**config.mk**
```make
export PLATFORM = sky130hd
export DESIGN_NAME = trimmed_mean_with_max_deviation_unit
export DESIGN_NICKNAME = d
export VERILOG_FILES = /design/src/rtl/tmd_pkg.sv /design/src/rtl/trimmed_mean_with_max_deviation_unit.sv /design/src/rtl/tmd_tracker.sv /design/src/rtl/tmd_divider.sv
export SDC_FILE = /design/constraint.sdc
export NUM_CORES = 2
export LEC_CHECK = 0
export BUFFER_PORTS_ARGS = -buffer_cell sky130_fd_sc_hd__buf_2
export CAP_MARGIN = 5
export CORE_MARGIN = 2
export CORE_UTILIZATION = 25
export DETAILED_ROUTE_END_ITERATION = 16
export PLACE_DENSITY = 0.4
export SYNTH_ARGS = -nofsm -noshare
export SYNTH_HDL_FRONTEND = slang
export SYNTH_HIERARCHICAL = 1
export SYNTH_SLANG_ARGS = --single-unit
```
**constraint.sdc**
```tcl
create_clock -name clk -period 6.43 [get_ports clk]
set_clock_uncertainty 0.2 [all_clocks]
set_input_delay 1.6075 -clock clk [delete_from_list [all_inputs] [get_ports clk]]
set_output_delay 1.6075 -clock clk [all_outputs]
set_load 0.005 [all_outputs]
```
**src/rtl/tmd_pkg.sv**
```systemverilog
// Shared constants and types for the trimmed mean / max deviation unit.
// No dependencies; imported by every module of the block.
package tmd_pkg;

  localparam int MAX_SAMPLES  = 512;
  localparam int SAMPLE_W     = 24;
  localparam int COUNT_W      = 10;
  localparam int COUNT_MAX    = (1 << COUNT_W) - 1;
  localparam int SAMPLE_LIMIT = (MAX_SAMPLES < COUNT_MAX) ? MAX_SAMPLES : COUNT_MAX;
  localparam int MIN_COUNT    = 3;

  // sum of SAMPLE_LIMIT samples, each below 2**SAMPLE_W
  localparam int SUM_W  = $clog2(SAMPLE_LIMIT) + SAMPLE_W;
  localparam int PROD_W = SAMPLE_W + COUNT_W;
  // rounding numerator 2*n + k
  localparam int NUM_W  = PROD_W + 2;
  // rounding divisor 2*k
  localparam int DEN_W  = COUNT_W + 1;
  localparam int REM_W  = NUM_W - SAMPLE_W;
  localparam int STEP_W = $clog2(SAMPLE_W);

  typedef logic [1:0] status_t;
  localparam status_t ST_OK    = 2'd0;
  localparam status_t ST_SHORT = 2'd1;
  localparam status_t ST_LONG  = 2'd2;

  typedef struct packed {
    logic [COUNT_W-1:0]  count;
    logic [SUM_W-1:0]    sum;
    logic [SAMPLE_W-1:0] largest;
    logic [SAMPLE_W-1:0] second_largest;
    logic [SAMPLE_W-1:0] smallest;
    logic [SAMPLE_W-1:0] second_smallest;
    logic                too_long;
  } tmd_stats_t;

endpackage

```
**src/rtl/trimmed_mean_with_max_deviation_unit.sv**
```systemverilog
// Top level of the trimmed mean / max deviation unit: sequencer and datapath.
// Depends on tmd_pkg, tmd_tracker and tmd_divider.
//
// Usage:
//   Samples (unsigned Q16.8) enter on sample/last_sample; a transfer happens
//   at a rising edge with start high and busy low. Samples that are not the
//   last of a batch are taken one per cycle and busy stays low.
//   The transfer of the last sample starts the batch finish: busy rises and
//   stays high until the result is out. The finish drops one largest and one
//   smallest sample, divides the rest by count-2 with round-to-nearest
//   (ties up), and finds the largest gap of the kept samples from the mean.
//   A short or too-long batch ends at the status check (status 1 or 2,
//   both value fields zero); any other batch runs five setup steps that
//   share one 24x10 multiplier, then two 24-step passes of the
//   one-bit-per-cycle divider.
//   The result is valid on trimmed_mean, max_deviation and status while
//   done is high, for exactly one cycle; the receiver cannot stall it. Busy
//   is already low in the strobe cycle and the next batch may begin.
//   Reset (rst, synchronous) clears the batch statistics, idles the
//   sequencer and drops any finish in progress without a result.
module trimmed_mean_with_max_deviation_unit (
  input  logic                         clk,
  input  logic                         rst,
  input  logic                         start,
  output logic                         busy,
  input  logic [tmd_pkg::SAMPLE_W-1:0] sample,
  input  logic                         last_sample,
  output logic                         done,
  output logic [tmd_pkg::SAMPLE_W-1:0] trimmed_mean,
  output logic [tmd_pkg::SAMPLE_W-1:0] max_deviation,
  output logic [1:0]                   status
);
  import tmd_pkg::*;

  localparam logic [2:0] S_ACC  = 3'd0;  // taking samples
  localparam logic [2:0] S_EVAL = 3'd1;  // status check, sum minus largest
  localparam logic [2:0] S_KEPT = 3'd2;  // minus smallest
  localparam logic [2:0] S_MHI  = 3'd3;  // second_largest * k
  localparam logic [2:0] S_MLO  = 3'd4;  // upward gap, second_smallest * k
  localparam logic [2:0] S_DOWN = 3'd5;  // downward gap, start mean divide
  localparam logic [2:0] S_DIVM = 3'd6;  // mean divide running
  localparam logic [2:0] S_DIVD = 3'd7;  // deviation divide running

  logic [2:0]          state;
  tmd_stats_t          stats;
  logic                accept;
  logic                clear;

  logic [COUNT_W-1:0]  k;
  logic [SUM_W-1:0]    kept;
  logic [PROD_W-1:0]   prod;
  logic [PROD_W-1:0]   up;
  logic [PROD_W-1:0]   down;
  logic [NUM_W-1:0]    dev_num;

  logic [SAMPLE_W-1:0] mul_a;
  logic [PROD_W-1:0]   mul_out;
  logic [PROD_W-1:0]   kept_ext;
  logic [PROD_W-1:0]   gap_max;
  logic [NUM_W-1:0]    mean_num;

  logic                div_start;
  logic [NUM_W-1:0]    div_num;
  logic                div_done;
  logic [SAMPLE_W-1:0] div_q;

  assign busy   = state != S_ACC;
  assign accept = start && !busy;

  // batch closes once the result is committed
  assign clear = (state == S_EVAL && (stats.too_long || stats.count < COUNT_W'(MIN_COUNT)))
              || (state == S_DIVD && div_done);

  tmd_tracker u_tracker (
    .clk    (clk),
    .rst    (rst),
    .clear  (clear),
    .accept (accept),
    .sample (sample),
    .stats  (stats)
  );

  // shared multiplier, used for the high and the low bound in turn
  assign mul_a    = (state == S_MHI) ? stats.second_largest : stats.second_smallest;
  assign mul_out  = PROD_W'(mul_a) * PROD_W'(k);
  assign kept_ext = PROD_W'(kept);
  assign gap_max  = (up > down) ? up : down;
  // round to nearest: (2n + k) / 2k
  assign mean_num = NUM_W'({kept, 1'b0}) + NUM_W'(k);

  assign div_start = (state == S_DOWN) || (state == S_DIVM && div_done);
  assign div_num   = (state == S_DOWN) ? mean_num : dev_num;

  tmd_divider u_divider (
    .clk      (clk),
    .rst      (rst),
    .start    (div_start),
    .num      (div_num),
    .den      ({k, 1'b0}),
    .done     (div_done),
    .quotient (div_q)
  );

  // sequencer
  always_ff @(posedge clk) begin
    if (rst) begin
      state <= S_ACC;
      done  <= 1'b0;
    end else begin
      done <= 1'b0;
      case (state)
        S_ACC: begin
          if (accept && last_sample) state <= S_EVAL;
        end
        S_EVAL: begin
          if (stats.too_long || stats.count < COUNT_W'(MIN_COUNT)) begin
            done  <= 1'b1;
            state <= S_ACC;
          end else begin
            state <= S_KEPT;
          end
        end
        S_KEPT: state <= S_MHI;
        S_MHI:  state <= S_MLO;
        S_MLO:  state <= S_DOWN;
        S_DOWN: state <= S_DIVM;
        S_DIVM: begin
          if (div_done) state <= S_DIVD;
        end
        S_DIVD: begin
          if (div_done) begin
            done  <= 1'b1;
            state <= S_ACC;
          end
        end
        default: state <= S_ACC;
      endcase
    end
  end

  // datapath registers
  always_ff @(posedge clk) begin
    case (state)
      S_EVAL: begin
        k    <= stats.count - COUNT_W'(2);
        kept <= stats.sum - SUM_W'(stats.largest);
        if (stats.too_long) begin
          status        <= ST_LONG;
          trimmed_mean  <= '0;
          max_deviation <= '0;
        end else if (stats.count < COUNT_W'(MIN_COUNT)) begin
          status        <= ST_SHORT;
          trimmed_mean  <= '0;
          max_deviation <= '0;
        end
      end
      S_KEPT: kept <= kept - SUM_W'(stats.smallest);
      S_MHI:  prod <= mul_out;
      S_MLO: begin
        up   <= (prod > kept_ext) ? (prod - kept_ext) : '0;
        prod <= mul_out;
      end
      S_DOWN: down <= (kept_ext > prod) ? (kept_ext - prod) : '0;
      S_DIVM: begin
        dev_num <= NUM_W'({gap_max, 1'b0}) + NUM_W'(k);
        if (div_done) trimmed_mean <= div_q;
      end
      S_DIVD: begin
        if (div_done) begin
          max_deviation <= div_q;
          status        <= ST_OK;
        end
      end
      default: begin
      end
    endcase
  end

`ifndef SYNTHESIS
  // a last-sample transfer always starts a finish
  a_last_goes_busy: assert property (@(posedge clk) disable iff (rst)
    accept && last_sample |=> busy)
    else $error("busy did not rise after last sample");

  // strobe is a single cycle
  a_done_single: assert property (@(posedge clk) disable iff (rst)
    done |=> !done)
    else $error("done held longer than one cycle");

  // a result only comes out of a finish
  a_done_after_busy: assert property (@(posedge clk) disable iff (rst)
    $rose(done) |-> $past(busy))
    else $error("result without a finish in progress");

  // error results carry zero fields
  a_error_zero: assert property (@(posedge clk) disable iff (rst)
    done && status != ST_OK |-> trimmed_mean == '0 && max_deviation == '0)
    else $error("nonzero fields on error status");

  // divider is only started while idle
  a_div_start_idle: assert property (@(posedge clk) disable iff (rst)
    div_start |-> !u_divider.active)
    else $error("divider restarted while running");
`endif

endmodule

```
**src/rtl/tmd_tracker.sv**
```systemverilog
// Batch statistics: count, running sum, two largest and two smallest samples.
// Depends on tmd_pkg.
module tmd_tracker (
  input  logic                         clk,
  input  logic                         rst,
  input  logic                         clear,
  input  logic                         accept,
  input  logic [tmd_pkg::SAMPLE_W-1:0] sample,
  output tmd_pkg::tmd_stats_t          stats
);
  import tmd_pkg::*;

  tmd_stats_t stats_next;

  always_comb begin
    stats_next = stats;
    if (accept && !stats.too_long) begin
      if (stats.count >= COUNT_W'(SAMPLE_LIMIT)) begin
        stats_next.too_long = 1'b1;
      end else begin
        stats_next.count = stats.count + 1'b1;
        stats_next.sum   = stats.sum + SUM_W'(sample);
        if (sample > stats.largest) begin
          stats_next.second_largest = stats.largest;
          stats_next.largest        = sample;
        end else if (sample > stats.second_largest) begin
          stats_next.second_largest = sample;
        end
        if (sample < stats.smallest) begin
          stats_next.second_smallest = stats.smallest;
          stats_next.smallest        = sample;
        end else if (sample < stats.second_smallest) begin
          stats_next.second_smallest = sample;
        end
      end
    end
  end

  always_ff @(posedge clk) begin
    if (rst || clear) begin
      stats.count           <= '0;
      stats.sum             <= '0;
      stats.largest         <= '0;
      stats.second_largest  <= '0;
      stats.smallest        <= '1;
      stats.second_smallest <= '1;
      stats.too_long        <= 1'b0;
    end else begin
      stats <= stats_next;
    end
  end

endmodule

```
**src/rtl/tmd_divider.sv**
```systemverilog
// Restoring divider, one quotient bit per cycle, SAMPLE_W-bit quotient.
// Depends on tmd_pkg. Caller guarantees num < den * 2**SAMPLE_W.
module tmd_divider (
  input  logic                         clk,
  input  logic                         rst,
  input  logic                         start,
  input  logic [tmd_pkg::NUM_W-1:0]    num,
  input  logic [tmd_pkg::DEN_W-1:0]    den,
  output logic                         done,
  output logic [tmd_pkg::SAMPLE_W-1:0] quotient
);
  import tmd_pkg::*;

  logic              active;
  logic [STEP_W-1:0] step;
  logic [REM_W-1:0]  rem;
  logic [DEN_W-1:0]  divisor;
  logic [REM_W-1:0]  trial;
  logic              fits;

  // remainder stays below divisor, so its top bit is always zero
  assign trial = {rem[REM_W-2:0], quotient[SAMPLE_W-1]};
  assign fits  = trial >= REM_W'(divisor);

  always_ff @(posedge clk) begin
    if (rst) begin
      active <= 1'b0;
      done   <= 1'b0;
      step   <= '0;
    end else begin
      done <= 1'b0;
      if (start) begin
        active <= 1'b1;
        step   <= '0;
      end else if (active) begin
        step <= step + 1'b1;
        if (step == STEP_W'(SAMPLE_W - 1)) begin
          active <= 1'b0;
          done   <= 1'b1;
        end
      end
    end
  end

  // quotient bits shift in as the low numerator bits shift out
  always_ff @(posedge clk) begin
    if (start) begin
      rem      <= num[NUM_W-1:SAMPLE_W];
      quotient <= num[SAMPLE_W-1:0];
      divisor  <= den;
    end else if (active) begin
      rem      <= fits ? (trial - REM_W'(divisor)) : trial;
      quotient <= {quotient[SAMPLE_W-2:0], fits};
    end
  end

endmodule
```
# [Word-level counts from Yosys, hierarchy flattened]
# Cells that the tools add are included.
[totals] wordCells=126 output_inout_bits=52 in_bits=28 register_bits=426
[op_classes] n_lt_le_gt_ge=10 add_sub_neg=11 mul=1 n_reduce_logical=32 n_mux=34 n_bitwise=2 n_eq_ne=12
[op_table] operator="24-bit 2-to-1 mux" count=10
[op_table] operator="24-bit case mux with 2 select lines" count=2
[op_table] operator="33-bit case mux with 2 select lines" count=1
[op_table] operator="33-bit by 24-bit subtractor with 33-bit output" count=2
[op_table] operator="24-bit > comparator" count=2
[op_table] operator="24-bit < comparator" count=2
[op_table] operator="34-bit by 10-bit adder with 35-bit output" count=1
[op_table] operator="35-bit by 10-bit adder with 35-bit output" count=1
[op_table] operator="35-bit 2-to-1 mux" count=1
[op_table] operator="33-bit by 34-bit > comparator with 1-bit output" count=1
[op_table] operator="34-bit by 33-bit > comparator with 1-bit output" count=1
[op_table] operator="34-bit > comparator" count=1
[op_table] operator="24-bit by 10-bit multiplier with 34-bit output" count=1
[op_table] operator="34-bit 2-to-1 mux" count=1
[op_table] operator="33-bit by 34-bit subtractor with 34-bit output" count=1
[op_table] operator="34-bit by 33-bit subtractor with 34-bit output" count=1
[op_table] operator="33-bit by 24-bit adder with 33-bit output" count=1
[op_table] operator="11-bit 2-to-1 mux" count=3
[op_table] operator="3-bit case mux with 8 select lines" count=1
[op_table] operator="3-bit AND reduction" count=7
[op_table] operator="3-bit equality test, second input constant" count=4
[op_table] operator="12-bit by 11-bit >= comparator with 1-bit output" count=1
[op_table] operator="2-bit nonzero test" count=6
[op_table] operator="11-bit subtractor" count=1
[op_table] operator="other kinds (25)" count=49

# [Depth between registers and ports, before layout]
[depth] depth_word=6 ltp_mapped=26 ltp_nobuf=24

# [Modules after synthesis]
# The synthesis kept the hierarchy.
[modules_own_cells] module="trimmed_mean_with_max_deviation_unit" area_per_inst_um2=26630.5 cells_per_inst=2952 seq_area_each_um2=7016.7 n_inst=1
[modules_own_cells] module="tmd_tracker" area_per_inst_um2=8873.5 cells_per_inst=1103 seq_area_each_um2=2802.7 n_inst=1
[modules_own_cells] module="tmd_divider" area_per_inst_um2=2800.2 cells_per_inst=224 seq_area_each_um2=1521.5 n_inst=1

# [Least setup slack after synthesis]
# OpenSTA, ideal clock, no wires.
[synth_path] kind="reg-to-reg" startpoint="reg state[2]" endpoint="reg prod[33], data pin" slack_ns=-0.357 path_stages_with_launch=26 setup_ns=0.262 synth_period_minus_slack_ns=6.787 required_ns=5.968 n_path_buf=2 arrival_ns=6.325 path_cell_list="dfxtp_1 > clkbuf_1 > inv_1 > nand3_1 > clkbuf_1 > mux2_2 > and2_1 > fa_1 > fa_1 > inv_1 > fa_1 > inv_1 > fa_1 > inv_1 > fa_1 > inv_1 > ha_1 > a21o_1 > nand2_1 > o21ai_1 > a221o_1 > a41oi_4 > o211ai_2 > a211oi_2 > nor3_1 > xnor2_1"
[synth_via] elab_chain_cells=3
[synth_rtl] item="start: declaration" line_no="trimmed_mean_with_max_deviation_unit.sv:44" source="logic [2:0] state;"
[synth_rtl] item="start signal: assignment" line_no="trimmed_mean_with_max_deviation_unit.sv:107" source="state <= S_ACC;"
[synth_rtl] item="start signal: assignment" line_no="trimmed_mean_with_max_deviation_unit.sv:113" source="if (accept && last_sample) state <= S_EVAL;"
[synth_rtl] item="start signal: assignment" line_no="trimmed_mean_with_max_deviation_unit.sv:118" source="state <= S_ACC;"
[synth_rtl] item="3-bit by 2-bit equality test with 1-bit output" line_no="trimmed_mean_with_max_deviation_unit.sv:84" source="assign mul_a = (state == S_MHI) ? stats.second_largest : stats.second_smallest;"
[synth_rtl] item="24-bit 2-to-1 mux" line_no="trimmed_mean_with_max_deviation_unit.sv:84"
[synth_rtl] item="24-bit by 10-bit multiplier with 34-bit output" line_no="trimmed_mean_with_max_deviation_unit.sv:85" source="assign mul_out = PROD_W'(mul_a) * PROD_W'(k);"
[synth_rtl] item="named net mul_out[33]" line_no="trimmed_mean_with_max_deviation_unit.sv:57" source="logic [PROD_W-1:0] mul_out;"
[synth_rtl] item="end signal: assignment" line_no="trimmed_mean_with_max_deviation_unit.sv:158" source="S_MHI: prod <= mul_out;"
[synth_rtl] item="end signal: assignment" line_no="trimmed_mean_with_max_deviation_unit.sv:161" source="prod <= mul_out;"
[synth_rtl] item="end: declaration" line_no="trimmed_mean_with_max_deviation_unit.sv:51" source="logic [PROD_W-1:0] prod;"
# The timed path passes the listed nets, and every way through them passes these cells.
# A chain may end at the register's enable or synchronous reset.

# [Worst setup path in the final report]
# Ends and elaborated chain as after synthesis.

==> out/qor.yml <==
die_h_um: 395.1
core.rowCount: 143
start_kind: "flop"
share_comb_of_total_power_pct: 68.2
max_cap_violations: 0
power_frac_clock_pct: 14.6
initial_utilization_pct: 25.17
num_vias: 31393
ir_drop_mv: 0.7836
setup_viol: 0
worst_pin_slew_ns: 1.228
syn_inst: 4273
slew_violations: 0
p_sw_share_pct: 43.14
hold_violations: 0
place.gp.congestion: 0.8797
cts_tree: "built"
relSlewSlack_pct: 18.10
finalPower_w: 0.02228
wirelength_um: 135800
firstDrtPassIters: 6
grt_pass1_wl_um: 203800
synth_area_per_cell_um2: 8.949
grt-ovfl-total: 0
dp_cells: 6358
fin_crit_sh_pct: 97.78
drtIter0Drc: 2239
placed_cell_area_mm2: 0.04165
syn-cell-area_mm2: 0.03824
multi_input_area_mm2: 0.02505
path_buf_inv: 8
io_buffers: 79
layout-drive-gt1-share_pct: 12.15
period_minus_slack_ns: 6.287
seqPwrFrac_pct: 17.1
clock_latency_ns: 0.66
htreeDepth: 2
clkTransAtPathRegs_ns: 0.06
power_density_mw_per_mm2: 502.3
io_pins: 80
intPower_w: 0.01267
postRouteAntennaNets: 0
die_area_mm2: 0.1561
grt_setup_unrepaired: "true"
finalNonFillerCells: 6483
path_class: "flop to flop"
fp.coreArea_mm2: 0.1519
chipWidth_um: 395.1
root_buffer: "clkbuf_16"
timing.fmax_ghz: 0.1591
grtUsageTotal_pct: 17.07
switchingPower_w: 0.009613
fillerInstances: 16044
stdcell_area_mm2: 0.04436
grt_max_degree: 73
numCtsBuffers: 55
routed_via_density: 4.842
seq_area_mm2: 0.01131
syn2layout_area_growth_pct: 16.01
hold_class: "flop to flop"
grt_antenna_before_repair: 6
syn-num-nets: 4851
endpoint_kind: "flop"
synth_warnings: 6
clock_path_buffers: 3
worst_ep_arrival_time_ns: 6.45
clock_sinks: 427
worstPathMaxFanout: 5
dpl.hpwl_um: 105900
max_stage_delay_ns: 0.51
p_leak_nw: 18.83
detail_route.wl_per_cell_um: 20.95
grt_pass1_vias: 31155
drc: 0
status: "finished clean"
crit_family: "adder cells"
cts_hold_buf: 0
slowest_stage: "fa_1"
fin_nets: 4985
crit_required_ns: 6.59
timing.critical_path.mode_cell: "fa_1"
-- flip-flops by register name (all words and copies together), names as in the netlist --
signal and flops:
state 3, up 34, u_divider/quotient 24, status 2, k 10, done 1
down 34, u_divider/done 1, kept 33, u_divider/rem 11, max_deviation 24, dev_num 35
u_divider/step 5, trimmed_mean 24, prod 34, u_tracker/stats 140, u_divider/active 1, u_divider/divisor 11
-- power by group through the flow --
stage	sequential, W	combinational, W	clock, W
after floorplan	0.00379	0.00912	0
after global placement	0.00388	0.0129	0
after detailed placement	0.00388	0.0129	0
after CTS	0.00382	0.0131	0.00337
after global routing	0.00383	0.0171	0.00347
final	0.00382	0.0152	0.00326
-- tightest hold or removal path, stage by stage, from the launching register on --
cell,delay [ns]
dfxtp_1,0.33
nand2_1,0.06
a21oi_1,0.05
-- final timing paths --
path                                           start                   end  slack [ns]  cells past startpoint
worst min-delay path            u_tracker/stats[113]  u_tracker/stats[113]        0.28                      2
worst min register to register  u_tracker/stats[113]  u_tracker/stats[113]        0.28                      2
worst max register to register              state[2]              prod[33]        0.14                     26
worst max-delay path                        state[2]              prod[33]        0.14                     26
-- area by class of cell --
cell class                 instances  share of cell area (%)
timing repair buffer             234                   3.904
clock buffer                      69                   3.334
inverter                         491                   4.155
tap                             2030                   5.726
clock inverter                    33                  0.9082
antenna                            1                0.005641
multi-input combinational       3198                   56.47
sequential                       427                   25.50
-- metrics by stage --
stage	setup slack (ns)	hold slack [ns]	TNS [ns]	util (%)
after floorplan	0.01233	0.2523	0	-
after global placement	0.03341	0.2697	0	27.42
after detailed placement	0.03780	0.2744	0	27.42
after CTS	-0.001185	0.2819	-0.001185	28.68
after global routing	-0.09080	0.3047	-0.2187	29.20
final	0.1428	0.2798	0	29.20
-- metal layers --
layer / vias up / track usage, % / wire [µm] / part of all wire [%]
li1: 15203 / - / - / -
met2: 739 / 26.40 / 58860 / 43
met4: 6 / 4.308 / 3352 / 2.5
met1: 15293 / 25.07 / 67210 / 49
met3: 152 / 1.965 / 6319 / 4.7
met5: - / 0 / 53 / 0.039
-- cell usage in the layout (no fill, tap or decap), drive strengths merged, types with 151 or more instances in the layout --
master    n
inv     495
nand2   411
ha      368
a21oi   292
edfxtp  276
nor2    256
buf     232
o21ai   227
fa      182
and2    175
dfxtp   151
-- what timing repair did --
item | 4_1_cts | 5_1_grt
gates resized for setup | 5 | 132
setup buffers | 0 | 20
setup endpoints to repair | 6 | 16
cloned | 0 | 3
pin swaps | 0 | 84
(Power assumes the default switching activity.)
